$ cat config.mk
export PLATFORM = sky130hd
export DESIGN_NAME = typed_frame_deframer_unit_flat
export DESIGN_NICKNAME = d
export VERILOG_FILES = /design/src/rtl/tfd_pkg.sv /design/src/rtl/tfd_if.sv /design/src/rtl/typed_frame_deframer_unit.sv /design/src/rtl/tfd_ctrl.sv /design/src/rtl/tfd_datapath.sv /design/src/flat_wrapper.sv
export SDC_FILE = /design/constraint.sdc
export NUM_CORES = 2
export LEC_CHECK = 0
export BUFFER_PORTS_ARGS = -buffer_cell sky130_fd_sc_hd__buf_2
export CAP_MARGIN = 30
export CORE_MARGIN = 5
export CORE_UTILIZATION = 66
export CTS_CLUSTER_DIAMETER = 30
export DETAILED_ROUTE_END_ITERATION = 8
export PLACE_DENSITY = 0.86
export SLEW_MARGIN = 20
export SYNTH_ARGS = -nofsm -noshare
export SYNTH_HDL_FRONTEND = slang
export SYNTH_SLANG_ARGS = --single-unit
export TNS_END_PERCENT = 20
$ cat constraint.sdc
create_clock -name clk -period 10.9 [get_ports clk]
set_input_delay 0.545 -clock clk [delete_from_list [all_inputs] [get_ports clk]]
set_output_delay 0.545 -clock clk [all_outputs]
set_load 0.02 [all_outputs]
$ cat src/rtl/tfd_pkg.sv
// shared types and constants for the typed frame deframer
package tfd_pkg;

    localparam int unsigned TYPE_SLOTS_DEF = 16;
    localparam int unsigned HDR_BYTES      = 10;
    localparam int unsigned TRAILER_BYTES  = 8;
    localparam int unsigned CFG_ADDR_W     = 5;

    localparam logic [31:0] LEN_LIMIT_RST      = 32'd1048576;
    localparam logic [7:0]  MAGIC_FIRST_RST    = 8'd0;
    localparam logic [7:0]  MAGIC_SECOND_RST   = 8'd0;
    localparam logic [7:0]  WIRE_VERSION_RST   = 8'd1;
    localparam logic [7:0]  CORR_FLAG_MASK_RST = 8'd1;

    typedef enum logic [2:0] {
        REG_LEN_LIMIT      = 3'd0,
        REG_MAGIC_FIRST    = 3'd1,
        REG_MAGIC_SECOND   = 3'd2,
        REG_WIRE_VERSION   = 3'd3,
        REG_CORR_FLAG_MASK = 3'd4
    } reg_idx_t;

    typedef enum logic [1:0] {
        EV_PAYLOAD  = 2'd0,
        EV_COMPLETE = 2'd1,
        EV_REJECT   = 2'd2,
        EV_REGISTER = 2'd3
    } event_t;

    typedef enum logic [2:0] {
        ST_OK        = 3'd0,
        ST_BAD_HDR   = 3'd1,
        ST_TOO_LONG  = 3'd2,
        ST_UNKNOWN   = 3'd3,
        ST_SHORT_TRL = 3'd4,
        ST_EXISTS    = 3'd5,
        ST_FULL      = 3'd6
    } status_t;

    typedef enum logic [2:0] {
        S_IDLE,
        S_SEARCH,
        S_EMIT2
    } ctl_state_t;

    // what the sequencer asks the datapath to do
    typedef enum logic [2:0] {
        OP_NONE,
        OP_STREAM,
        OP_REG,
        OP_HDR_END
    } op_t;

    typedef struct packed {
        logic  load_in;     // latch the accepted item
        logic  search_clr;  // restart table search
        logic  search_step; // look at one more table entry
        op_t   op;          // finish the item once search is done
        logic  out_load1;   // place first result in output register
        logic  out_load2;   // place second result in output register
    } tfd_cmd_t;

    typedef struct packed {
        logic mode;         // latched item is a registration
        logic need_search;  // latched byte is header end (or registration)
        logic search_done;
        logic two_results;  // this item yields payload byte plus record
        logic one_result;
        logic out_full;
    } tfd_sts_t;

    typedef struct packed {
        logic [1:0]  event_res;
        logic [7:0]  out_byte;
        logic [15:0] frame_type;
        logic [7:0]  frame_flags;
        logic        corr_seen;
        logic [63:0] corr_word;
        logic [31:0] payload_length;
        logic [2:0]  status;
        logic [63:0] reject_total;
        logic        last_of_run;
    } tfd_res_t;

    typedef struct packed {
        logic        mode;
        logic [7:0]  data_byte;
        logic [15:0] type_id;
    } tfd_item_t;

endpackage

$ cat src/rtl/tfd_if.sv
// valid/ready channel carrying one item
interface tfd_if #(
    parameter int unsigned W = 25
);
    logic         valid;
    logic         ready;
    logic [W-1:0] payload;

    modport source (output valid, output payload, input ready);
    modport sink (input valid, input payload, output ready);
endinterface

$ cat src/rtl/typed_frame_deframer_unit.sv
// top level of the typed frame deframer
// usage:
// - in_ch carries one item per handshake: mode, data_byte, type_id packed
//   {mode, data_byte, type_id}; mode 0 is a stream byte, mode 1 registers a
//   message type id in the table
// - out_ch carries result items packed as tfd_res_t
// - apb port writes the five configuration registers at 4*index; write
//   only while the block is idle
// - an accepted item is latched in S_IDLE and its result goes into the output
//   register from S_SEARCH once that register is free; the header-end byte
//   and registrations first walk the type table one entry per cycle, up to
//   table_fill entries
// - the controller takes a new item only once the last one is finished; a
//   byte that yields two results also holds input while S_EMIT2 loads the second
// - reset clears parser, counters and table fill; table contents stay
//   undefined and are never read past the fill
// - if the receiver stalls, the finished result waits in the output
//   register and the sequencer holds the next item until it is taken
module typed_frame_deframer_unit #(
    parameter int unsigned TYPE_SLOTS = tfd_pkg::TYPE_SLOTS_DEF
) (
    input  logic        clk,
    input  logic        rst_n,
    tfd_if.sink         in_ch,
    tfd_if.source       out_ch,
    input  logic        psel,
    input  logic        penable,
    input  logic        pwrite,
    input  logic [tfd_pkg::CFG_ADDR_W-1:0] paddr,
    input  logic [31:0] pwdata,
    output logic [31:0] prdata,
    output logic        pready
);
    import tfd_pkg::*;

    logic [31:0] len_limit_reg;
    logic [7:0]  magic_first_reg;
    logic [7:0]  magic_second_reg;
    logic [7:0]  wire_version_reg;
    logic [7:0]  corr_flag_mask_reg;
    logic [2:0]  ridx;
    logic        wr_en;
    tfd_cmd_t    cmd;
    tfd_sts_t    sts;
    tfd_res_t    res;
    logic        out_valid;
    logic        out_taken;

    assign pready = 1'b1;
    assign ridx = paddr[4:2];
    assign wr_en = psel && penable && pwrite;

    // register file, word-aligned
    always_ff @(posedge clk or negedge rst_n)
    begin
        if (!rst_n)
        begin
            len_limit_reg <= LEN_LIMIT_RST;
            magic_first_reg <= MAGIC_FIRST_RST;
            magic_second_reg <= MAGIC_SECOND_RST;
            wire_version_reg <= WIRE_VERSION_RST;
            corr_flag_mask_reg <= CORR_FLAG_MASK_RST;
        end
        else if (wr_en)
        begin
            case (ridx)
                REG_LEN_LIMIT:      len_limit_reg <= pwdata;
                REG_MAGIC_FIRST:    magic_first_reg <= pwdata[7:0];
                REG_MAGIC_SECOND:   magic_second_reg <= pwdata[7:0];
                REG_WIRE_VERSION:   wire_version_reg <= pwdata[7:0];
                REG_CORR_FLAG_MASK: corr_flag_mask_reg <= pwdata[7:0];
                default:
                begin
                end
            endcase
        end
    end

    always_comb
    begin
        case (ridx)
            REG_LEN_LIMIT:      prdata = len_limit_reg;
            REG_MAGIC_FIRST:    prdata = {24'd0, magic_first_reg};
            REG_MAGIC_SECOND:   prdata = {24'd0, magic_second_reg};
            REG_WIRE_VERSION:   prdata = {24'd0, wire_version_reg};
            REG_CORR_FLAG_MASK: prdata = {24'd0, corr_flag_mask_reg};
            default:            prdata = 32'd0;
        endcase
    end

    assign out_taken = out_valid && out_ch.ready;
    assign out_ch.valid = out_valid;
    assign out_ch.payload = res;

    tfd_ctrl u_ctrl (
        .clk       (clk),
        .rst_n     (rst_n),
        .in_valid  (in_ch.valid),
        .in_ready  (in_ch.ready),
        .out_taken (out_taken),
        .sts       (sts),
        .cmd       (cmd)
    );

    tfd_datapath #(
        .TYPE_SLOTS (TYPE_SLOTS)
    ) u_dp (
        .clk            (clk),
        .rst_n          (rst_n),
        .item           (tfd_item_t'(in_ch.payload)),
        .cmd            (cmd),
        .out_taken      (out_taken),
        .len_limit      (len_limit_reg),
        .magic_first    (magic_first_reg),
        .magic_second   (magic_second_reg),
        .wire_version   (wire_version_reg),
        .corr_flag_mask (corr_flag_mask_reg),
        .sts            (sts),
        .out_valid      (out_valid),
        .res            (res)
    );

    a_ready_when_idle: assert property (@(posedge clk) disable iff (!rst_n)
        (in_ch.valid && in_ch.ready) |=> !in_ch.ready)
        else $error("second item taken while busy");
    a_out_hold: assert property (@(posedge clk) disable iff (!rst_n)
        (out_ch.valid && !out_ch.ready) |=> out_ch.valid)
        else $error("result dropped under stall");
    a_cfg_ready: assert property (@(posedge clk) disable iff (!rst_n) pready)
        else $error("pready low");
endmodule

$ cat src/rtl/tfd_ctrl.sv
// control sequencer for the deframer
module tfd_ctrl (
    input  logic                clk,
    input  logic                rst_n,
    input  logic                in_valid,
    output logic                in_ready,
    input  logic                out_taken,
    input  tfd_pkg::tfd_sts_t   sts,
    output tfd_pkg::tfd_cmd_t   cmd
);
    import tfd_pkg::*;

    ctl_state_t state_reg, state_next;

    always_ff @(posedge clk or negedge rst_n)
    begin
        if (!rst_n)
        begin
            state_reg <= S_IDLE;
        end
        else
        begin
            state_reg <= state_next;
        end
    end

    always_comb
    begin
        state_next = state_reg;
        cmd = '0;
        cmd.op = OP_NONE;
        in_ready = 1'b0;
        case (state_reg)
            S_IDLE:
            begin
                in_ready = 1'b1;
                if (in_valid)
                begin
                    cmd.load_in = 1'b1;
                    cmd.search_clr = 1'b1;
                    state_next = S_SEARCH;
                end
            end
            S_SEARCH:
            begin
                if (sts.need_search && !sts.search_done)
                begin
                    cmd.search_step = 1'b1;
                end
                else if (!sts.out_full || out_taken)
                begin
                    cmd.op = sts.mode ? OP_REG : (sts.need_search ? OP_HDR_END : OP_STREAM);
                    if (sts.one_result || sts.two_results)
                    begin
                        cmd.out_load1 = 1'b1;
                    end
                    state_next = sts.two_results ? S_EMIT2 : S_IDLE;
                end
            end
            S_EMIT2:
            begin
                if (!sts.out_full || out_taken)
                begin
                    cmd.out_load2 = 1'b1;
                    state_next = S_IDLE;
                end
            end
            default:
            begin
                state_next = S_IDLE;
            end
        endcase
    end

    a_one_load: assert property (@(posedge clk) disable iff (!rst_n)
        !(cmd.out_load1 && cmd.out_load2))
        else $error("two result loads at once");
    a_no_overwrite: assert property (@(posedge clk) disable iff (!rst_n)
        (cmd.out_load1 || cmd.out_load2) |-> (!sts.out_full || out_taken))
        else $error("result register overwritten");
    a_emit2_follows: assert property (@(posedge clk) disable iff (!rst_n)
        (state_reg == S_EMIT2) |-> $past(state_reg == S_SEARCH || state_reg == S_EMIT2))
        else $error("second result out of order");
endmodule

$ cat src/rtl/tfd_datapath.sv
// parser registers, type table and result register
module tfd_datapath #(
    parameter int unsigned TYPE_SLOTS = tfd_pkg::TYPE_SLOTS_DEF
) (
    input  logic                  clk,
    input  logic                  rst_n,
    input  tfd_pkg::tfd_item_t    item,
    input  tfd_pkg::tfd_cmd_t     cmd,
    input  logic                  out_taken,
    input  logic [31:0]           len_limit,
    input  logic [7:0]            magic_first,
    input  logic [7:0]            magic_second,
    input  logic [7:0]            wire_version,
    input  logic [7:0]            corr_flag_mask,
    output tfd_pkg::tfd_sts_t     sts,
    output logic                  out_valid,
    output tfd_pkg::tfd_res_t     res
);
    import tfd_pkg::*;

    localparam int unsigned IW = (TYPE_SLOTS > 1) ? $clog2(TYPE_SLOTS) : 1;
    localparam int unsigned FW = $clog2(TYPE_SLOTS + 1);
    localparam logic [FW-1:0] SLOTS_F = FW'(TYPE_SLOTS);

    tfd_item_t   it_reg;
    logic        hdr_phase_reg;
    logic [3:0]  hidx_reg;
    logic [31:0] bidx_reg;
    logic [7:0]  flags_reg;
    logic [15:0] type_reg;
    logic [31:0] wlen_reg;
    logic [63:0] corr_reg;
    logic [63:0] rej_reg;
    logic [FW-1:0] fill_reg;
    logic [FW-1:0] sidx_reg;
    logic        found_reg;
    logic [15:0] table_reg [TYPE_SLOTS];
    tfd_res_t    res_reg;
    logic        ov_reg;
    tfd_res_t    pend_reg;

    logic [15:0] key;
    logic        corr_on;
    logic [31:0] plen;
    logic [31:0] hdr_len;
    logic        hdr_end_res;
    logic        hdr_res;
    logic        body_res;

    // table is scanned one entry per cycle against the latched key
    assign key = it_reg.mode ? it_reg.type_id : type_reg;
    assign corr_on = |(flags_reg & corr_flag_mask);
    assign plen = corr_on ? wlen_reg - 32'(TRAILER_BYTES) : wlen_reg;
    assign hdr_len = {wlen_reg[23:0], it_reg.data_byte};

    // header end answers only on a reject or an empty body
    assign hdr_end_res = (hdr_len > len_limit) || !found_reg ||
        (corr_on && hdr_len < 32'(TRAILER_BYTES)) || (hdr_len == 32'd0);
    assign hdr_res = (hidx_reg == 4'd0 && it_reg.data_byte != magic_first) ||
        (hidx_reg == 4'd1 && it_reg.data_byte != magic_second) ||
        (hidx_reg == 4'd2 && it_reg.data_byte != wire_version) ||
        (hidx_reg == 4'd9 && hdr_end_res);
    // trailer bytes before the last one answer nothing
    assign body_res = (bidx_reg < plen) || (bidx_reg >= wlen_reg - 32'd1);

    assign sts.mode = it_reg.mode;
    assign sts.need_search = it_reg.mode || (hdr_phase_reg && hidx_reg == 4'd9);
    assign sts.search_done = found_reg || (sidx_reg >= fill_reg);
    assign sts.out_full = ov_reg;
    assign sts.two_results = !it_reg.mode && !hdr_phase_reg && (bidx_reg < plen)
        && (bidx_reg >= wlen_reg - 32'd1);
    assign sts.one_result = !sts.two_results &&
        (it_reg.mode || (hdr_phase_reg ? hdr_res : body_res));

    assign out_valid = ov_reg;
    assign res = res_reg;

    always_ff @(posedge clk)
    begin
        if (cmd.load_in)
        begin
            it_reg <= item;
        end
        if (cmd.op == OP_REG && !found_reg && fill_reg < SLOTS_F)
        begin
            table_reg[IW'(fill_reg)] <= it_reg.type_id;
        end
    end

    always_ff @(posedge clk or negedge rst_n)
    begin
        if (!rst_n)
        begin
            hdr_phase_reg <= 1'b1;
            hidx_reg <= '0;
            bidx_reg <= '0;
            flags_reg <= '0;
            type_reg <= '0;
            wlen_reg <= '0;
            corr_reg <= '0;
            rej_reg <= '0;
            fill_reg <= '0;
            sidx_reg <= '0;
            found_reg <= 1'b0;
            ov_reg <= 1'b0;
            res_reg <= '0;
            pend_reg <= '0;
        end
        else
        begin
            tfd_res_t r;
            logic [63:0] rej_n;
            r = '0;
            rej_n = rej_reg;
            if (out_taken)
            begin
                ov_reg <= 1'b0;
            end
            if (cmd.search_clr)
            begin
                sidx_reg <= '0;
                found_reg <= 1'b0;
            end
            if (cmd.search_step)
            begin
                if (table_reg[IW'(sidx_reg)] == key)
                begin
                    found_reg <= 1'b1;
                end
                else
                begin
                    sidx_reg <= sidx_reg + FW'(1);
                end
            end
            r.last_of_run = 1'b1;
            case (cmd.op)
                OP_REG:
                begin
                    r.event_res = EV_REGISTER;
                    r.frame_type = it_reg.type_id;
                    if (found_reg)
                    begin
                        r.status = ST_EXISTS;
                    end
                    else if (fill_reg >= SLOTS_F)
                    begin
                        r.status = ST_FULL;
                    end
                    else
                    begin
                        r.status = ST_OK;
                        fill_reg <= fill_reg + FW'(1);
                    end
                end
                OP_HDR_END:
                begin
                    r.frame_type = type_reg;
                    r.frame_flags = flags_reg;
                    hidx_reg <= '0;
                    if (hdr_len > len_limit || !found_reg ||
                        (corr_on && hdr_len < 32'(TRAILER_BYTES)))
                    begin
                        r.event_res = EV_REJECT;
                        r.status = (hdr_len > len_limit) ? ST_TOO_LONG :
                            (!found_reg ? ST_UNKNOWN : ST_SHORT_TRL);
                        rej_n = rej_reg + 64'd1;
                    end
                    else if (hdr_len == 32'd0)
                    begin
                        r.event_res = EV_COMPLETE;
                        r.corr_seen = corr_on;
                    end
                    else
                    begin
                        hdr_phase_reg <= 1'b0;
                        bidx_reg <= '0;
                    end
                    wlen_reg <= hdr_len;
                end
                OP_STREAM:
                begin
                    r.frame_type = type_reg;
                    r.frame_flags = flags_reg;
                    if (hdr_phase_reg)
                    begin
                        hidx_reg <= hidx_reg + 4'd1;
                        case (hidx_reg)
                            4'd0:
                            begin
                                flags_reg <= '0;
                                type_reg <= '0;
                                wlen_reg <= '0;
                                corr_reg <= '0;
                                r.frame_type = '0;
                                r.frame_flags = '0;
                                if (it_reg.data_byte != magic_first)
                                begin
                                    r.event_res = EV_REJECT;
                                    r.status = ST_BAD_HDR;
                                    rej_n = rej_reg + 64'd1;
                                    hidx_reg <= '0;
                                end
                            end
                            4'd1, 4'd2:
                            begin
                                if (it_reg.data_byte != ((hidx_reg == 4'd1) ?
                                    magic_second : wire_version))
                                begin
                                    r.event_res = EV_REJECT;
                                    r.status = ST_BAD_HDR;
                                    rej_n = rej_reg + 64'd1;
                                    hidx_reg <= '0;
                                end
                            end
                            4'd3: flags_reg <= it_reg.data_byte;
                            4'd4, 4'd5: type_reg <= {type_reg[7:0], it_reg.data_byte};
                            default: wlen_reg <= {wlen_reg[23:0], it_reg.data_byte};
                        endcase
                    end
                    else
                    begin
                        logic [63:0] c_n;
                        c_n = corr_reg;
                        if (bidx_reg < plen)
                        begin
                            r.event_res = EV_PAYLOAD;
                            r.out_byte = it_reg.data_byte;
                        end
                        else
                        begin
                            c_n = {corr_reg[55:0], it_reg.data_byte};
                            corr_reg <= c_n;
                        end
                        if (bidx_reg >= wlen_reg - 32'd1)
                        begin
                            tfd_res_t c;
                            c = '0;
                            c.event_res = EV_COMPLETE;
                            c.frame_type = type_reg;
                            c.frame_flags = flags_reg;
                            c.corr_seen = corr_on;
                            c.corr_word = corr_on ? c_n : 64'd0;
                            c.payload_length = plen;
                            c.reject_total = rej_reg;
                            c.last_of_run = 1'b1;
                            if (bidx_reg < plen)
                            begin
                                r.last_of_run = 1'b0;
                                pend_reg <= c;
                            end
                            else
                            begin
                                r = c;
                            end
                            hdr_phase_reg <= 1'b1;
                            hidx_reg <= '0;
                        end
                        else
                        begin
                            bidx_reg <= bidx_reg + 32'd1;
                        end
                    end
                end
                default:
                begin
                end
            endcase
            r.reject_total = rej_n;
            rej_reg <= rej_n;
            if (cmd.out_load1)
            begin
                res_reg <= r;
                ov_reg <= 1'b1;
            end
            if (cmd.out_load2)
            begin
                res_reg <= pend_reg;
                ov_reg <= 1'b1;
            end
        end
    end

    a_fill_bound: assert property (@(posedge clk) disable iff (!rst_n)
        fill_reg <= SLOTS_F)
        else $error("type table overfilled");
    a_rej_step: assert property (@(posedge clk) disable iff (!rst_n)
        (rej_reg != $past(rej_reg)) |-> (rej_reg == $past(rej_reg) + 64'd1))
        else $error("reject count jumped");
    a_hidx_bound: assert property (@(posedge clk) disable iff (!rst_n)
        hidx_reg <= 4'd9)
        else $error("header index overran");
endmodule

$ cat src/flat_wrapper.sv
// flat-port wrapper written by rule: the top's interface ports become plain ports
module typed_frame_deframer_unit_flat import tfd_pkg::*;
#(
    parameter int unsigned TYPE_SLOTS = tfd_pkg::TYPE_SLOTS_DEF
)
  (clk, rst_n, psel, penable, pwrite, paddr, pwdata, prdata, pready, in_ch_valid, in_ch_payload, in_ch_ready, out_ch_valid, out_ch_payload, out_ch_ready);
  tfd_if #(.W(($bits(tfd_item_t)))) in_ch_i ();
  tfd_if #(.W(($bits(tfd_res_t)))) out_ch_i ();
  input  logic clk;
  input  logic rst_n;
  input  logic psel;
  input  logic penable;
  input  logic pwrite;
  input  logic [tfd_pkg::CFG_ADDR_W-1:0] paddr;
  input  logic [31:0] pwdata;
  output logic [31:0] prdata;
  output logic pready;
  input wire logic [$bits(in_ch_i.valid)-1:0] in_ch_valid;
  input wire logic [$bits(in_ch_i.payload)-1:0] in_ch_payload;
  output wire logic [$bits(in_ch_i.ready)-1:0] in_ch_ready;
  output wire logic [$bits(out_ch_i.valid)-1:0] out_ch_valid;
  output wire logic [$bits(out_ch_i.payload)-1:0] out_ch_payload;
  input wire logic [$bits(out_ch_i.ready)-1:0] out_ch_ready;
  assign in_ch_i.valid = in_ch_valid;
  assign in_ch_i.payload = in_ch_payload;
  assign in_ch_ready = in_ch_i.ready;
  assign out_ch_valid = out_ch_i.valid;
  assign out_ch_payload = out_ch_i.payload;
  assign out_ch_i.ready = out_ch_ready;
  typed_frame_deframer_unit #(.TYPE_SLOTS(TYPE_SLOTS)) u_core (.clk(clk), .rst_n(rst_n), .in_ch(in_ch_i), .out_ch(out_ch_i), .psel(psel), .penable(penable), .pwrite(pwrite), .paddr(paddr), .pwdata(pwdata), .prdata(prdata), .pready(pready));
endmodule
Word-level counts from Yosys, hierarchy flattened
Memories as Yosys holds them, arrays and structs flattened.
Index checks and enable logic that the tools add are counted.
{ "word_totals": {"reg_bits": 710, "ram_bits": 256, "inputBits": 69, "out_inout_bits": 234, "n_memories": 1} }
{ "op_classes": {"n_addsub": 7, "magnitude_cmp": 7, "n_eq_ne": 32, "n_mux": 100, "bitwise_logic": 4, "reduce_logical": 62} }
{ "memory_table": {"columns": ["memory", "words", "word_bits", "read_ports", "rd_clocked_by_memory_dff", "wr", "line_no", "rtl"], "rows": [
  ["u_core.u_dp.table_reg", 16, 16, 1, 0, 1, "tfd_datapath.sv:37", "logic [15:0] table_reg [TYPE_SLOTS];"]
]} }
{ "op_table": {"columns": ["cell", "count"], "rows": [
  ["$mux 64", 8],
  ["$mux 199", 2],
  ["$pmux 64 s2", 2],
  ["$mux 198", 1],
  ["$mux 197", 1],
  ["$mux 32", 6],
  ["$pmux 32 s2", 3],
  ["$pmux 32 s5", 1],
  ["$mux 97", 1],
  ["$mux 96", 1],
  ["$add 64x1->64 const B", 1],
  ["$mux 24", 2],
  ["$pmux 16 s3", 1],
  ["$mux 3", 12],
  ["$add 32x1->32 const B", 1],
  ["$ge 32x32->1", 1],
  ["$gt 32x32->1", 1],
  ["$logic_not 32->1", 1],
  ["$lt 32x32->1", 1],
  ["$lt 32x4->1 const B", 1],
  ["$mux 8", 4],
  ["$ne 8x8->1", 4],
  ["$pmux 16 s2", 1],
  ["$sub 32x1->32 const B", 1],
  ["other kinds (45)", 154]
]} }

Logic depth before layout (Yosys ltp)
{ "depth": {"ltp_word": 20, "depth_mapped": 23, "ltp_nobuf": 19} }

Cells and area by module
A second synthesis with hierarchy kept.
{ "hier_totals": {"cells_unflattened": 3864, "area_unflattened_um2": 45240.9} }
{ "by_module_without_submodules": {"columns": ["mod", "n_inst", "cells_each", "area_per_inst_um2", "seq_area_each_um2"], "rows": [
  ["tfd_datapath", 1, 3626, 41967.8, 23904.2],
  ["typed_frame_deframer_unit", 1, 214, 3094.2, 1605.3],
  ["tfd_ctrl", 1, 24, 178.9, 50.0]
]} }

Worst setup path before layout
OpenSTA, ideal clock, no wires.
{ "synth_timing": {"kind": "register -> register", "start": "register u_core.u_dp.wlen_reg[16]", "end": "register u_core.u_dp.bidx_reg[25]", "t_arrival_ns": 5.270, "path_slack_ns": 5.552, "stages_incl_launch_ff": 21, "synth_period_minus_slack_ns": 5.348, "path_cell_list": "dfrtp_1 -> buf_6 -> or4_4 -> or3_1 -> buf_6 -> or3_1 -> or3_1 -> or4_1 -> nor2_1 -> xnor2_1 -> ha_1 -> nand4_1 -> nor2_1 -> a221oi_1 -> o21ai_0 -> nor4_1 -> o21ai_1 -> or4_1 -> buf_2 -> or3_1 -> a21oi_1"} }
{ "synth_via": {"elab_chain_cells": 5, "word_cells_on_any_way": 12} }
{ "synth_lines": {"columns": ["element", "line_no", "rtl"], "rows": [
  ["start, declared", "tfd_datapath.sv:31", "logic [31:0] wlen_reg;"],
  ["start signal, assigned", "tfd_datapath.sv:178", "wlen_reg <= hdr_len;"],
  ["start signal, assigned", "tfd_datapath.sv:217", "default: wlen_reg <= {wlen_reg[23:0], it_reg.data_byte};"],
  ["branches (longest 4 deep; another with $sub 32x1->32)", null, null],
  ["$reduce_and 5->1 (no line) (*)", null, null],
  ["end signal, assigned", "tfd_datapath.sv:260", "bidx_reg <= bidx_reg + 32'd1;"],
  ["end, declared", "tfd_datapath.sv:28", "logic [31:0] bidx_reg;"]
]} }
Every way passes the cells marked *.
A chain may end at the register's enable or synchronous reset.

Final worst setup path
{ "layout_timing": {"start": "register u_core.u_dp.wlen_reg[16]", "end": "register u_core.u_dp.res_reg, in the netlist u_core.u_dp.res[80]"} }
{ "layout_via": {"elab_chain_cells": 15, "word_cells_on_any_way": 33} }
{ "layout_lines": {"columns": ["element", "line_no", "rtl"], "rows": [
  ["branches (longest 15 deep; another with $sub 32x4->32)", null, null],
  ["end signal, assigned", "tfd_datapath.sv:272", "res_reg <= r;"],
  ["end signal, assigned", "tfd_datapath.sv:277", "res_reg <= pend_reg;"],
  ["end, declared", "tfd_datapath.sv:38", "tfd_res_t res_reg;"]
]} }
Parallel ways; which one is timed is not known. The select of a mux whose other input is x is not followed.

==> impl_metrics.csv <==
group,metric,value,unit
cts,clock_sinks,965,
timing,setup_viol,0,
timing,worst_pin_slew,1.021,ns
finish,nNetsFinal,4402,
finish,multiInputGateArea,18150,um2
min_path,hold_path_end,"u_core.len_limit_reg[23]",
yosys,ys_ff_latch,965,
power,worst_ir_drop_vdd,275.5,uV
global_route,grt_pass1_vias,35728,
yosys,post-synth-top-area-cell,"dfrtp_1",
timing,finalHoldViolCount,0,
yosys,synth_compound_area_share,13.01,%
power,power.total,13.61,mW
timing,drv_slew,0,
route,vias_per_cell,6.838,
floorplanning,chipHeight,270.8,um
cts,worstSkewPairLatency,0.75,ns
global_route,grt_pass1_wl,209.2,mm
min_path,worst_hold_path_type,"primary input to flip-flop",
route,wl,135.8,mm
setup_path,cp_data_arrival_time,7.79,ns
finish,regArea,25560,um2
cts,path_clk_slew,0.05,ns
power,p_clk_share,38.6,%
power,power.share.sequential,35.2,%
global_route,antenna_found_initial,1,
power,p_int,8.848,mW
flow_run,maxCapViolCount,0,
yosys,synthSimpleGateAreaFrac,12.95,%
yosys,synth_most_common_cell,"dfrtp_1",
power,netSwitchingFraction,34.99,%
floorplanning,placementRows,95,
setup_path,start_kind,"flip-flop",
timing,fin_worst_skew,0.04342,ns
finish,antenna_cells,0,
floorplanning,dieArea,73350,um2
timing,max_freq,140.0,MHz
timing,min_period,7.142,ns
run_status,status,"completed",
floorplanning,core-area,67280,um2
yosys,synth_adder_area_share,3.204,%
power,switchingPower,4.763,mW
power,combPwrFrac,26.3,%
yosys,async_reset_ff_share,70.88,%
setup_path,worstSetupPathType,"flip-flop to flip-flop",
floorplanning,start_util,66.74,%
yosys,synth_nets,4089,
yosys,synth_enable_flop_cells,281,
cts,cts.htree.levels,4,
yosys,synth_top_family_by_area,"compound AO/OA/AOI/OAI gates",
finish,largest_reg_flops,256,
cts,cts-resized-gates,0,
global_route,grt_usage,36.27,%
cts,clk_path_buf_depth,3,
route,drt_iter0_drc,4523,
global_route,grt_remaining_overflow,0,
yosys,synth.top_cell.area_share,37.90,%
yosys,synthFlopType,"dfrtp_1",
finish,synthToLayoutAreaGrowth,19.08,%
route,antenna_left,0,
route,firstDrtPassIters,6,
setup_path,r2r_cells,19,
placement,port_buffers,299,
timing,relSlewSlack,30.20,%
yosys,synth_area_leaders,"dfrtp_1 (38%), edfxtp_1 (19%), nand2_1 (3.5%)",
power,pwr_density_cell,254.5,nW/um2
setup_path,r2r_end,"u_core.u_dp.res[80]",
yosys,ys_seq_area_share,56.92,%
yosys,synth_area,44900,um2
setup_path,crit_required,11.55,ns
yosys,syn_area_per_cell,11.50,um2
setup_path,r2r_slack,3.76,ns
placement,dp_hpwl,80.12,mm
setup_path,cp_max_fo,53,
yosys,synthXorXnorAreaFrac,2.263,%
yosys,synth.area.mux_share,8.582,%
route,vias,35762,
timing,fin_tns_setup,0,ns
floorplanning,io_pins,303,
cts,cts_buffers,166,
global_route,grt_max_degree,102,
cts,cts-root-buf,"clkbuf_16",
setup_path,setup.worst_path.end_class,"flip-flop",
min_path,hp-start,"pwdata[23]",
yosys,ys_warn_count,0,
finish,drive_gt1_share,21.18,%
finish,nFillCells,3656,
route,drc_errors,0,
timing,finalCritPeriodShare,65.52,%
yosys,synth.lib_cells_used.distinct,80,
setup_path,rr_startpoint,"u_core.u_dp.wlen_reg[16]",
yosys,syn_inst,3905,
min_path,hold_depth,3,
power,static-leakage-power,23.28,nW
placement,gp_congestion,0.9014,
floorplanning,die_x,270.8,um
route,wl_per_cell,25.97,um
yosys,synth_commonest_cells,"dfrtp_1 (680), nand2_1 (423), o21ai_0 (299), edfxtp_1 (281), nor2_1 (245)",
cts,tritoncts,"done",
timing,rsz0062_at_grt,"no",
## placed cells by master, fill, tap and decap left out, types with 51 or more instances in the layout
master     count
a21oi_1       91
a221o_1      102
buf_2        299
clkbuf_16    170
dfrtp_1      678
edfxtp_1     281
ha_1         115
inv_1         72
mux2_2       124
mux2i_1      115
mux4_2        58
nand2_1      421
nand3_1      147
nand4_1       51
nor2_1       230
o21ai_0      298
o31ai_1       79
or3_1         66
xnor2_1       70
## cell type report
cell class / instances / share of cell area [%]
Sequential cell: 965 / 47.81
Multi-Input combinational cell: 2603 / 33.94
Clock buffer: 204 / 8.457
Tap cell: 873 / 2.043
Timing Repair Buffer: 409 / 5.073
Inverter: 73 / 0.5124
Clock inverter: 103 / 2.162
## how the worst max path moves through the flow
stage | start | to | slack (ns) | depth (start not counted)
2_1_floorplan | u_core.u_dp.wlen_reg[16] | u_core.u_dp.bidx_reg[25] | 5.55 | 20
3_3_place_gp | u_core.u_dp.wlen_reg[16] | u_core.u_dp.res[68] | 3.69 | 18
3_5_place_dp | u_core.u_dp.wlen_reg[16] | u_core.u_dp.res[85] | 3.67 | 19
4_1_cts | u_core.u_dp.wlen_reg[16] | u_core.u_dp.res[80] | 3.60 | 19
5_1_grt | u_core.u_dp.wlen_reg[16] | u_core.u_dp.res[80] | 3.43 | 19
6_report | u_core.u_dp.wlen_reg[16] | u_core.u_dp.res[80] | 3.76 | 19
## power by group through the flow
stage / registers [mW] / clock network (mW) / logic (mW)
2_1_floorplan: 4.76 / 0 / 2.28
3_3_place_gp: 4.78 / 0 / 3.29
3_5_place_dp: 4.80 / 0 / 3.41
4_1_cts: 4.76 / 5.25 / 3.50
5_1_grt: 4.83 / 5.46 / 3.83
6_report: 4.79 / 5.25 / 3.57
## what timing repair did
| item | 4_1_cts | 5_1_grt |
|---|---|---|
| endpoints found under the hold margin | 104 | 0 |
| buffers inserted | 0 | 0 |
| hold buffers | 34 | 0 |
## stage by stage
stage                     setup WS [ns]  instances  instance area [um2]  hold WS (ns)  utilization (%)
after global placement            3.686       4861                46960        0.4403            69.80
after CTS                         3.598       5222                53280      0.001739            79.20
after detailed placement          3.668       4881                47270        0.4457            70.25
final                             3.758       5230                53470       0.02913            79.48
after global routing              3.427       5230                53470       0.02677            79.48
after floorplan                   5.552       3905                44900        0.2494                -
## metal layers
metal	vias to the layer above	global-route usage, %	routed length [um]
li1	15113	-	-
met1	17530	46.25	48020
met2	2528	58.22	64560
met3	591	9.809	15310
met4	0	17.60	7912
met5	-	0	0
## critical path: stages (launching register included)
cell and delay [ns]:
dfrtp_1 0.51, or4_4 0.60, or3_1 0.52, or3_1 0.42, or3_1 0.39, or4_1 0.45, nor2_1 0.15, xnor2_1 0.14
ha_1 0.27, nand4_1 0.16, nor2_1 0.07, a221oi_1 0.26, o21ai_0 0.17, nor3_1 0.39, nand2_1 0.19, o31a_2 0.54
nor2_4 0.32, buf_4 0.56, buf_4 0.65, a221o_1 0.26
## kinds of logic after synthesis
group           Yosys count
flops                   965
compound gates          865
buf+inv                 337
other cells               1
mux                     297
fa+ha+maj               115
xor+xnor                116
simple gates           1209
Power figures use the tool's default switching activity.
